==> src/rtl/core/lz4bd_pkg.sv <==
// Package for the LZ4 block decompressor: parse phases, sequencer states,
// status codes, item types and format constants.
// Depends on nothing; used by every file in rtl/core but lz4bd_ram.
package lz4bd_pkg;

    typedef enum logic [2:0] {
        PH_TOKEN,
        PH_LITEXT,
        PH_LITERALS,
        PH_OFFLO,
        PH_OFFHI,
        PH_MATEXT,
        PH_DONE
    } phase_t;

    typedef enum logic [1:0] {
        BK_RUN,
        BK_COPY_RD,
        BK_COPY_WR
    } bstate_t;

    localparam logic OP_BYTE  = 1'b0;
    localparam logic OP_DRAIN = 1'b1;

    localparam logic [2:0] ST_OK         = 3'd0;
    localparam logic [2:0] ST_BUSY       = 3'd1;
    localparam logic [2:0] ST_ZERO_FIRST = 3'd2;
    localparam logic [2:0] ST_END_RULE   = 3'd3;
    localparam logic [2:0] ST_BAD_OFFSET = 3'd4;
    localparam logic [2:0] ST_OVERFLOW   = 3'd5;
    localparam logic [2:0] ST_TRUNCATED  = 3'd6;

    localparam logic [7:0] NIB_MASK       = 8'h0F;
    localparam logic [7:0] EXT_CONTINUE   = 8'd255;
    localparam int         MIN_MATCH      = 4;
    localparam int         MATCH_EXT_TRIG = 19;
    localparam int         END_MATCH_GAP  = 12;
    localparam int         END_MIN_LIT    = 5;
    localparam int         RECENT_N       = 8;

    localparam int DATA_W = 64;
    localparam int CNT_OW = 4;
    localparam int TOT_W  = 15;

    typedef struct packed {
        logic       drain;
        logic [7:0] data;
        logic       last;
    } item_t;

endpackage

==> src/rtl/core/lz4bd_if.sv <==
// Channel interfaces of the LZ4 block decompressor: compressed items in,
// result items out. Depends on lz4bd_pkg.
interface lz4bd_in_if;
    logic       valid;
    logic       ready;
    logic       operation;
    logic [7:0] in_byte;
    logic       last_byte;

    modport source (output valid, operation, in_byte, last_byte, input ready);
    modport sink   (input valid, operation, in_byte, last_byte, output ready);
endinterface


==> src/rtl/core/lz4bd_front.sv <==
// Front end: two-entry item queue that accepts and classifies input items.
// Depends on lz4bd_pkg and lz4bd_if.
module lz4bd_front (
    input  logic                clk,
    input  logic                rst_n,
    lz4bd_in_if.sink            comp,
    output logic                q_valid,
    output lz4bd_pkg::item_t    q_item,
    input  logic                q_pop
);
    lz4bd_pkg::item_t ent_reg [2];
    logic             wp_reg, wp_next;
    logic             rp_reg, rp_next;
    logic [1:0]       fill_reg, fill_next;
    logic             push;
    lz4bd_pkg::item_t new_item;

    assign comp.ready = (fill_reg != 2'd2);
    assign push       = comp.valid && comp.ready;
    assign q_valid    = (fill_reg != 2'd0);
    assign q_item     = ent_reg[rp_reg];

    always_comb
    begin
        new_item.drain = (comp.operation == lz4bd_pkg::OP_DRAIN);
        new_item.data  = comp.in_byte;
        new_item.last  = comp.last_byte;
        wp_next   = push ? ~wp_reg : wp_reg;
        rp_next   = q_pop ? ~rp_reg : rp_reg;
        fill_next = fill_reg + 2'(push) - 2'(q_pop);
    end

    always_ff @(posedge clk)
    begin
        if (push)
        begin
            ent_reg[wp_reg] <= new_item;
        end
    end

    always_ff @(posedge clk or negedge rst_n)
    begin
        if (!rst_n)
        begin
            wp_reg   <= 1'b0;
            rp_reg   <= 1'b0;
            fill_reg <= 2'd0;
        end
        else
        begin
            wp_reg   <= wp_next;
            rp_reg   <= rp_next;
            fill_reg <= fill_next;
        end
    end
endmodule

==> src/flat_wrapper.sv <==
// flat-port wrapper written by rule: the top's interface ports become plain ports
module lz4bd_front_flat 
  (clk, rst_n, q_valid, q_item, q_pop, comp_valid, comp_operation, comp_in_byte, comp_last_byte, comp_ready);
  lz4bd_in_if comp_i ();
  input  logic clk;
  input  logic rst_n;
  output logic q_valid;
  output lz4bd_pkg::item_t q_item;
  input  logic q_pop;
  input wire logic [$bits(comp_i.valid)-1:0] comp_valid;
  input wire logic [$bits(comp_i.operation)-1:0] comp_operation;
  input wire logic [$bits(comp_i.in_byte)-1:0] comp_in_byte;
  input wire logic [$bits(comp_i.last_byte)-1:0] comp_last_byte;
  output wire logic [$bits(comp_i.ready)-1:0] comp_ready;
  assign comp_i.valid = comp_valid;
  assign comp_i.operation = comp_operation;
  assign comp_i.in_byte = comp_in_byte;
  assign comp_i.last_byte = comp_last_byte;
  assign comp_ready = comp_i.ready;
  lz4bd_front u_core (.clk(clk), .rst_n(rst_n), .comp(comp_i), .q_valid(q_valid), .q_item(q_item), .q_pop(q_pop));
endmodule
==> config.mk <==
export PLATFORM = sky130hd
export DESIGN_NAME = lz4bd_front_flat
export DESIGN_NICKNAME = d
export VERILOG_FILES = /design/src/rtl/core/lz4bd_pkg.sv /design/src/rtl/core/lz4bd_if.sv /design/src/rtl/core/lz4bd_front.sv /design/src/flat_wrapper.sv
export SDC_FILE = /design/constraint.sdc
export NUM_CORES = 1
export LEC_CHECK = 0
export BUFFER_PORTS_ARGS = -buffer_cell sky130_fd_sc_hd__clkbuf_2
export CORE_MARGIN = 2
export CORE_UTILIZATION = 53
export DETAILED_ROUTE_END_ITERATION = 10
export PLACE_DENSITY_LB_ADDON = 0.25
export SETUP_SLACK_MARGIN = 0.15
export SLEW_MARGIN = 20
export SYNTH_ARGS = -nofsm -noshare
export SYNTH_HDL_FRONTEND = slang
export SYNTH_SLANG_ARGS = --single-unit
==> constraint.sdc <==
create_clock -name clk -period 3.6 [get_ports clk]
set_clock_uncertainty 0.15 [all_clocks]
set_input_delay 0.72 -clock clk [delete_from_list [all_inputs] [get_ports clk]]
set_output_delay 0.72 -clock clk [all_outputs]
set_load 0.005 [all_outputs]
==> run metrics, run 1 <==
placer congestion estimate 0.708; syn_nets 64; nets 93; Boundary Pins 26; TritonCTS clock tree done; most frequent cells in the layout clkbuf_2 (25), edfxtp_1 (20), mux2_2 (10); synthesis warning total 0; final core utilization 65.0%; H-tree depth 1; most common cell after layout, fill and taps aside clkbuf_2; Syn Std Cell Area 937 sq um; die width 46.1 microns; DIE AREA 2120 sq um; Layout area overhead 17.2%; post-CTS resize count 0; I/O Buffers 25; CP max stage cell dfrtp_1; GRT Total Usage 13.5%; post-route setup TNS 0 ns; final WL 1.29 mm; vias 502; Avg Inst Size Synth 19.1 sq um; Tmin final 2.30 ns; PwrDens 730 nW/um^2; number of flip-flops in the largest register 20; CTS Sinks 24; crit-path cells mux2_2, clkbuf_2; max-cap viol count 0; Root Driver clkbuf_4; CP startpoint kind flop; fraction of layout cells with a size suffix above 1 53.2%; fillers 134; Detail Route Antenna Nets 0; Num CTS Buffers 3; drt pass-1 iters 4; post-CTS setup buffer count 0; Final Cycle Share 64.0%; Gate Count Post-Synth 49; worst path arrival time 1.43 ns; Hold Violations, Final 0; Die Y 46.1 microns; synthesis-stage register bit count 24; max frequency 0.434 GHz; P_leak 0.000449 uW; CP top delay family flip-flops; CP Max Fanout 11; WL/cell 13.7 microns; post-synth cell types 15; # hold bufs at CTS 0; Core ar. 1690 sq um; site row count 15; clock latency on the worst-skew pair 0.29 ns; Starting Density 55.5%; worst min-delay path class input pin to async pin; Slew Limit Fails 0; RSZ-0062 raised after global routing no; drt drc 0; vias per cell 5.34; Worst-path clk slew 0.11 ns; Slew @ Worst Pin 0.794 ns; endpoints failing setup 0; sequential-to-total area share from yosys stat 74.8%; Worst slew margin 46.9%; largest net degree at the start of global routing 14; global-route wire length before repair 1.96 mm; CP endpoint kind primary output; Worst Path Required 2.73 ns; CP Class flop to primary output; FF/Latch Area 701 sq um; Critical Path Max Stage Delay 0.64 ns; antenna violations before repair 0; maximum buffer depth of the clock tree 2; multi-input logic area 221 sq um; Peak VDD IR 0.377 mV; status finished, final reports clean; Post-DP HPWL 929 microns; initial DRC count 6; GR Overflow Total 0; Worst Path Buf+Inv 1; Diodes inserted 0; vias in the first global route 451
==> through the flow <==
step	hold slack, ns	power (uW)	cell area, sq um	instances	setup WS, ns
after floorplan	0.274	613	937	49	1.80
after global placement	0.338	693	1070	90	1.58
after detailed placement	0.334	700	1070	90	1.49
after CTS	0.0537	814	1100	94	1.25
after global routing	0.0371	855	1100	94	1.19
final	0.0637	802	1100	94	1.30
==> where the power goes <==
| group | total [uW] | switching [uW] | internal, uW | leakage [uW] |
|---|---|---|---|---|
| combinational | 251 | 107 | 144 | 0.000202 |
| clock | 112 | 69.1 | 43.0 | 0.0000150 |
| sequential | 439 | 52.9 | 386 | 0.000232 |
==> metal layers <==
layer,GRT usage (%),wire (microns)
met2,23.9,700
met5,0,0
met3,3.53,63
met1,16.3,517
met4,3.43,6
==> synth_stat cells (all sizes together) <==
library cell | n | area (sq um)
edfxtp | 20 | 601
mux2 | 10 | 113
dfrtp | 4 | 100
nand2 | 2 | 7.51
xnor2 | 2 | 17.5
xor2 | 2 | 17.5
and3 | 1 | 6.26
buf | 1 | 11.3
ha | 1 | 12.5
inv | 1 | 3.75
mux2i | 1 | 10.0
nand2b | 1 | 13.8
nor2 | 1 | 3.75
nor2b | 1 | 13.8
or2 | 1 | 6.26
==> cell families after synthesis <==
kind of cell	synth area share [%]
muxes	13.1
adders and majority gates	1.33
and+or+nand+nor	5.47
buffers and inverters	1.60
xor gates and xnor gates	3.74
DFF	74.8
==> worst paths after layout <==
check                                    from                   end  slack (ns)  cells after the start
setup / recovery                u_core.rp_reg             q_item[4]        1.30                      2
hold / removal                          rst_n    u_core.fill_reg[1]        0.06                      1
setup reg to reg           u_core.fill_reg[0]  u_core.ent_reg[0][2]        1.81                      3
hold reg to reg                 u_core.wp_reg         u_core.wp_reg        0.35                      1
max in group asynchronous               rst_n    u_core.fill_reg[0]        3.11                      1
min in group clk                u_core.wp_reg         u_core.wp_reg        0.35                      1
==> layout make-up <==
type	count	share of cell area, %
clock buffer	4	2.39
inverter	1	0.342
timing repair buffer	25	11.4
sequential	24	63.8
tap	17	1.94
multi-input combinational	23	20.2
(Power assumes the default switching activity.)
==> run 2, diff against run 1 <==
Settings changed: CORE_UTILIZATION 53 to 44.
Clock period 3.6 ns to 2 ns, I/O delays scaled along.
==> run metrics, run 2 (same netlist as run 1, synthesis figures left out) <==
CP Class flop to primary output (unchanged); drt drc 0 (unchanged); post-route setup TNS 0 ns (unchanged); status finished, final reports clean (unchanged); CTS Sinks 24 (unchanged); DIE AREA 2520 sq um (was 2120 sq um); worst path arrival time 1.26 ns (was 1.43 ns); Num CTS Buffers 3 (unchanged); Hold Violations, Final 0 (unchanged); largest net degree at the start of global routing 14 (unchanged); RSZ-0062 raised after global routing yes (was no); endpoints failing setup 0 (unchanged); CP startpoint kind flop (unchanged); Worst-path clk slew 0.11 ns (about the same); die width 50.2 microns (was 46.1 microns); FF/Latch Area 702 sq um (was 701 sq um); antenna violations before repair 0 (unchanged); WL/cell 11.6 microns (was 13.7 microns); PwrDens 1310 nW/um^2 (was 730 nW/um^2); worst min-delay path class input pin to flop (was input pin to async pin); Net Sw Frac 27.9% (was 28.5%); fillers 164 (was 134); Hold Path Stages 1; vias 511 (was 502); fraction of layout cells with a size suffix above 1 56.1% (was 53.2%); CP endpoint kind primary output (unchanged); Worst Path Required 1.45 ns (was 2.73 ns); vias in the first global route 475 (was 451); post-route insts no fill 109 (was 94); Logic pwr share 37.4% (was 31.3%); placed cells 101 (was 90); Worst Setup Slack, final 0.191 ns (was 1.30 ns); Root Driver clkbuf_4 (unchanged); Slew Limit Fails 0 (unchanged); site row count 16 (was 15); nets 98 (was 93); initial DRC count 1 (was 6); clock power share 13.2% (was 14.0%); CP Max Fanout 6 (was 11); DP Worst Slack 0.327 ns (was 1.49 ns); TritonCTS clock tree done (unchanged); vias per cell 4.69 (was 5.34); cells on worst reg2reg path 2 (was 3); P_leak 0.000479 uW (was 0.000449 uW); Detail Route Antenna Nets 0 (unchanged); Worst slew margin 68.9% (was 46.9%); placer congestion estimate 0.600 (was 0.708); Critical Path Max Stage Delay 0.39 ns (was 0.64 ns); max-cap viol count 0 (unchanged); I/O Buffers 25 (unchanged); Diodes inserted 0 (unchanged); Layout area overhead 24.2% (was 17.2%); Hold Slack 0.132 ns (was 0.0637 ns); clock latency on the worst-skew pair 0.29 ns (about the same); most frequent cells in the layout clkbuf_2 (25), edfxtp_1 (20), mux2_2 (9) (was clkbuf_2 (25), edfxtp_1 (20), mux2_2 (10)); Boundary Pins 26 (unchanged); net switching power 426 uW (was 229 uW); sequential power share 49.4% (was 54.7%); number of flip-flops in the largest register 20 (unchanged); final core utilization 58.7% (was 65.0%); Post-DP HPWL 899 microns (was 929 microns); Peak VDD IR 0.795 mV (was 0.377 mV); Starting Density 47.3% (was 55.5%); internal power 1100 uW (was 573 uW); H-tree depth 1 (unchanged); drt pass-1 iters 2 (was 4); final WL 1.26 mm (was 1.29 mm); GRT Total Usage 11.3% (was 13.5%); Die Y 50.2 microns (was 46.1 microns); maximum buffer depth of the clock tree 2 (unchanged); multi-input logic area 225 sq um (was 221 sq um); most common cell after layout, fill and taps aside clkbuf_2 (unchanged); Tmin final 1.81 ns; max frequency 0.553 GHz; crit-path cells buf_6, mux2_2, clkbuf_2 (was mux2_2, clkbuf_2); Slew @ Worst Pin 0.467 ns (was 0.794 ns); CP max stage cell dfrtp_2 (was dfrtp_1); Final Cycle Share 90.5%; GR Overflow Total 0 (unchanged); Core ar. 1980 sq um (was 1690 sq um); global-route wire length before repair 2.01 mm (was 1.96 mm)
==> run 2: changes by cell type in the layout (fill, tap and decap cells not counted) <==
cell	previous run	this run
mux2_2	10	9
buf_4	0	2
mux2_4	0	1
dfrtp_2	0	1
dlygate4sd3_1	0	1
dfrtp_1	4	3
buf_6	0	2
==> run 2: layout make-up <==
class / instances / share of cell area, %
clock buffer: 4 / 2.26
timing repair buffer: 30 / 14.8
tap: 27 / 2.90
multi-input combinational: 23 / 19.4
sequential: 24 / 60.3
inverter: 1 / 0.323
==> run 2: worst paths after layout <==
| check | from | end | slack [ns] |
|---|---|---|---|
| max | u_core.rp_reg | q_item[7] | 0.19 |
| min | comp_in_byte[1] | u_core.ent_reg[1][2] | 0.13 |
| max reg2reg | u_core.fill_reg[0] | u_core.ent_reg[1][1] | 0.50 |
| min reg2reg | u_core.wp_reg | u_core.wp_reg | 0.36 |
| max in group asynchronous | rst_n | u_core.rp_reg | 1.29 |
| min in group asynchronous | rst_n | u_core.fill_reg[0] | 0.28 |
==> run 2: power by group through the flow <==
stage | Sequential [uW] | Clock [uW] | Combinational (uW)
after floorplan | 750 | 0 | 354
after global placement | 797 | 0 | 466
after detailed placement | 798 | 0 | 473
after CTS | 748 | 214 | 559
after global routing | 767 | 233 | 629
final | 753 | 201 | 571
==> run 2: through the flow <==
stage / area [sq um] / power [uW]
2_1_floorplan: 937 / 1100
3_3_place_gp: 1090 / 1260
6_report: 1160 / 1530
3_5_place_dp: 1090 / 1270
5_1_grt: 1160 / 1630
4_1_cts: 1150 / 1520
==> run 2: worst max-delay path: cells and delay by family, from the launching register on <==
kind	cells	cell delay (ns)
buf+inv	2	0.24
flops	1	0.39
mux	1	0.33
==> run 2: routing by layer <==
layer	part of all wire, %	global-route usage (%)	wire, microns
met5	0	0	0
met3	7.0	4.76	89
met4	0.79	6.94	10
met1	43	13.1	541
met2	49	17.3	621
==> run 2: timing repair <==
action                                 CTS  global route
setup endpoints to repair               10            10
pin swaps                                0             0
endpoints found under the hold margin    4             0
hold buffers                             1             0
gates resized for setup                  1             5
setup buffers                            3             0
==> run 3, diff against run 2 <==
Settings changed: BUFFER_PORTS_ARGS -buffer_cell sky130_fd_sc_hd__clkbuf_2 to unset, CORE_UTILIZATION 44 to 53, DONT_BUFFER_PORTS set to 1.
==> run metrics, run 3 (same netlist as run 1, synthesis figures left out) <==
antenna violations before repair 0 (unchanged); Num CTS Buffers 3 (unchanged); drt drc 0 (unchanged); final WL 1.29 mm (was 1.26 mm); die width 46.1 microns (was 50.2 microns); RSZ-0062 raised after global routing no (was yes); fraction of layout cells with a size suffix above 1 34.5% (was 56.1%); Hold Violations, Final 0 (unchanged); largest net degree at the start of global routing 15 (was 14); CP max stage cell dfrtp_2 (unchanged); Peak VDD IR 0.765 mV (was 0.795 mV); GRT met2 Usage 24.4% (was 17.3%); Layout area overhead 9.75% (was 24.2%); P_leak 0.000371 uW (was 0.000479 uW); WL/cell 17.9 microns (was 11.6 microns); placer congestion estimate 0.659 (was 0.600); global-route wire length before repair 1.81 mm (was 2.01 mm); Critical Path Max Stage Delay 0.53 ns (was 0.39 ns); Worst-path clk slew 0.12 ns (was 0.11 ns); CP Max Fanout 11 (was 6); GRT Total Usage 12.8% (was 11.3%); final core utilization 60.9% (was 58.7%); nets 71 (was 98); Final Cycle Share 88.4% (was 90.5%); Die Y 46.1 microns (was 50.2 microns); M1 GR Usage 11.5% (was 13.1%); most common cell after layout, fill and taps aside edfxtp_1 (was clkbuf_2); most frequent cells in the layout edfxtp_1 (20), mux2_2 (10), clkbuf_4 (3), dfrtp_1 (3) (was clkbuf_2 (25), edfxtp_1 (20), mux2_2 (9)); vias in the first global route 439 (was 475); Worst slew margin 68.9% (about the same); max-cap viol count 0 (unchanged); vias per cell 5.74 (was 4.69); crit-path cells mux2_2 (was buf_6, mux2_2, clkbuf_2); endpoints failing setup 0 (unchanged); worst path arrival time 1.22 ns (was 1.26 ns); CP endpoint kind primary output (unchanged); Diodes inserted 0 (unchanged); site row count 15 (was 16); CP Class flop to primary output (unchanged); worst min-delay path class input pin to flop (unchanged); I/O Buffers 0 (was 25); DIE AREA 2120 sq um (was 2520 sq um); Design Area, Final 1030 sq um (was 1160 sq um); status finished, final reports clean (unchanged); Boundary Pins 26 (unchanged); clock latency on the worst-skew pair 0.30 ns (was 0.29 ns); Starting Density 55.5% (was 47.3%); TritonCTS clock tree done (unchanged); Worst Path Required 1.45 ns (about the same); CTS Sinks 24 (unchanged); gr busiest metal met2 (unchanged); max frequency 0.565 GHz (was 0.553 GHz); H-tree depth 1 (unchanged); Slew Limit Fails 0 (unchanged); Detail Route Antenna Nets 0 (unchanged); Tmin final 1.77 ns (was 1.81 ns); drt pass-1 iters 1 (was 2); CP top delay family flip-flops (unchanged); initial DRC count 0 (was 1); PwrDens 1450 nW/um^2 (was 1310 nW/um^2); Core ar. 1690 sq um (was 1980 sq um); GR Overflow Total 0 (unchanged); Root Driver clkbuf_4 (unchanged); placed cell area 955 sq um (was 1090 sq um); Slew @ Worst Pin 0.466 ns (was 0.467 ns); met3 Use GR 5.10% (was 4.76%); maximum buffer depth of the clock tree 2 (unchanged); CP startpoint kind flop (unchanged); number of flip-flops in the largest register 20 (unchanged); vias 413 (was 511); post-route setup TNS 0 ns (unchanged); Worst Path Buf+Inv 0 (was 2)
==> run 3: stage by stage <==
stage | cells | setup slack, ns | power, uW | hold WS (ns)
final | 72 | 0.231 | 1490 | 0.0317
after detailed placement | 66 | 0.438 | 1170 | -0.0455
after global placement | 66 | 0.445 | 1140 | -0.0455
after CTS | 72 | 0.200 | 1520 | 0.0175
after floorplan | 49 | 0.421 | 1100 | -0.0456
after global routing | 72 | 0.169 | 1570 | 0.00737
==> run 3: cell type report <==
type / instances / area, sq um
Fill cell: 125 / 661
Clock buffer: 3 / 22.5
Tap cell: 17 / 21.3
Timing Repair Buffer: 3 / 27.5
Clock inverter: 1 / 30.0
Multi-Input combinational cell: 23 / 221
Inverter: 1 / 3.75
Sequential cell: 24 / 702
==> run 3: per-layer routing <==
metal / wire, microns / vias up
met5: 0 / -
met2: 731 / 13
li1: - / 194
met3: 95 / 0
met4: 0 / 0
met1: 465 / 206
==> run 3: power breakdown <==
part / switching [uW] / leakage [uW] / total, uW / internal, uW
Clock: 131 / 0.0000279 / 333 / 202
Combinational: 176 / 0.000112 / 371 / 195
Sequential: 94.6 / 0.000231 / 790 / 696
==> run 3: worst paths after layout <==
kind	start	end	slack [ns]	cells after the start
setup reg to reg	u_core.fill_reg[0]	u_core.fill_reg[1]	0.46	5
max in group asynchronous	rst_n	u_core.rp_reg	1.30	1
min in group asynchronous	rst_n	u_core.wp_reg	0.20	1
hold / removal	comp_operation	u_core.ent_reg[1][9]	0.03	0
hold reg to reg	u_core.wp_reg	u_core.wp_reg	0.39	1
setup / recovery	u_core.rp_reg	q_item[5]	0.23	1
==> run 3: what timing repair did <==
item                       in CTS  in global routing
setup endpoints to repair      10                  0
buffers inserted                0                  0
hold endpoints to repair        5                  0
resized for setup               1                  0
hold buffers                    2                  0
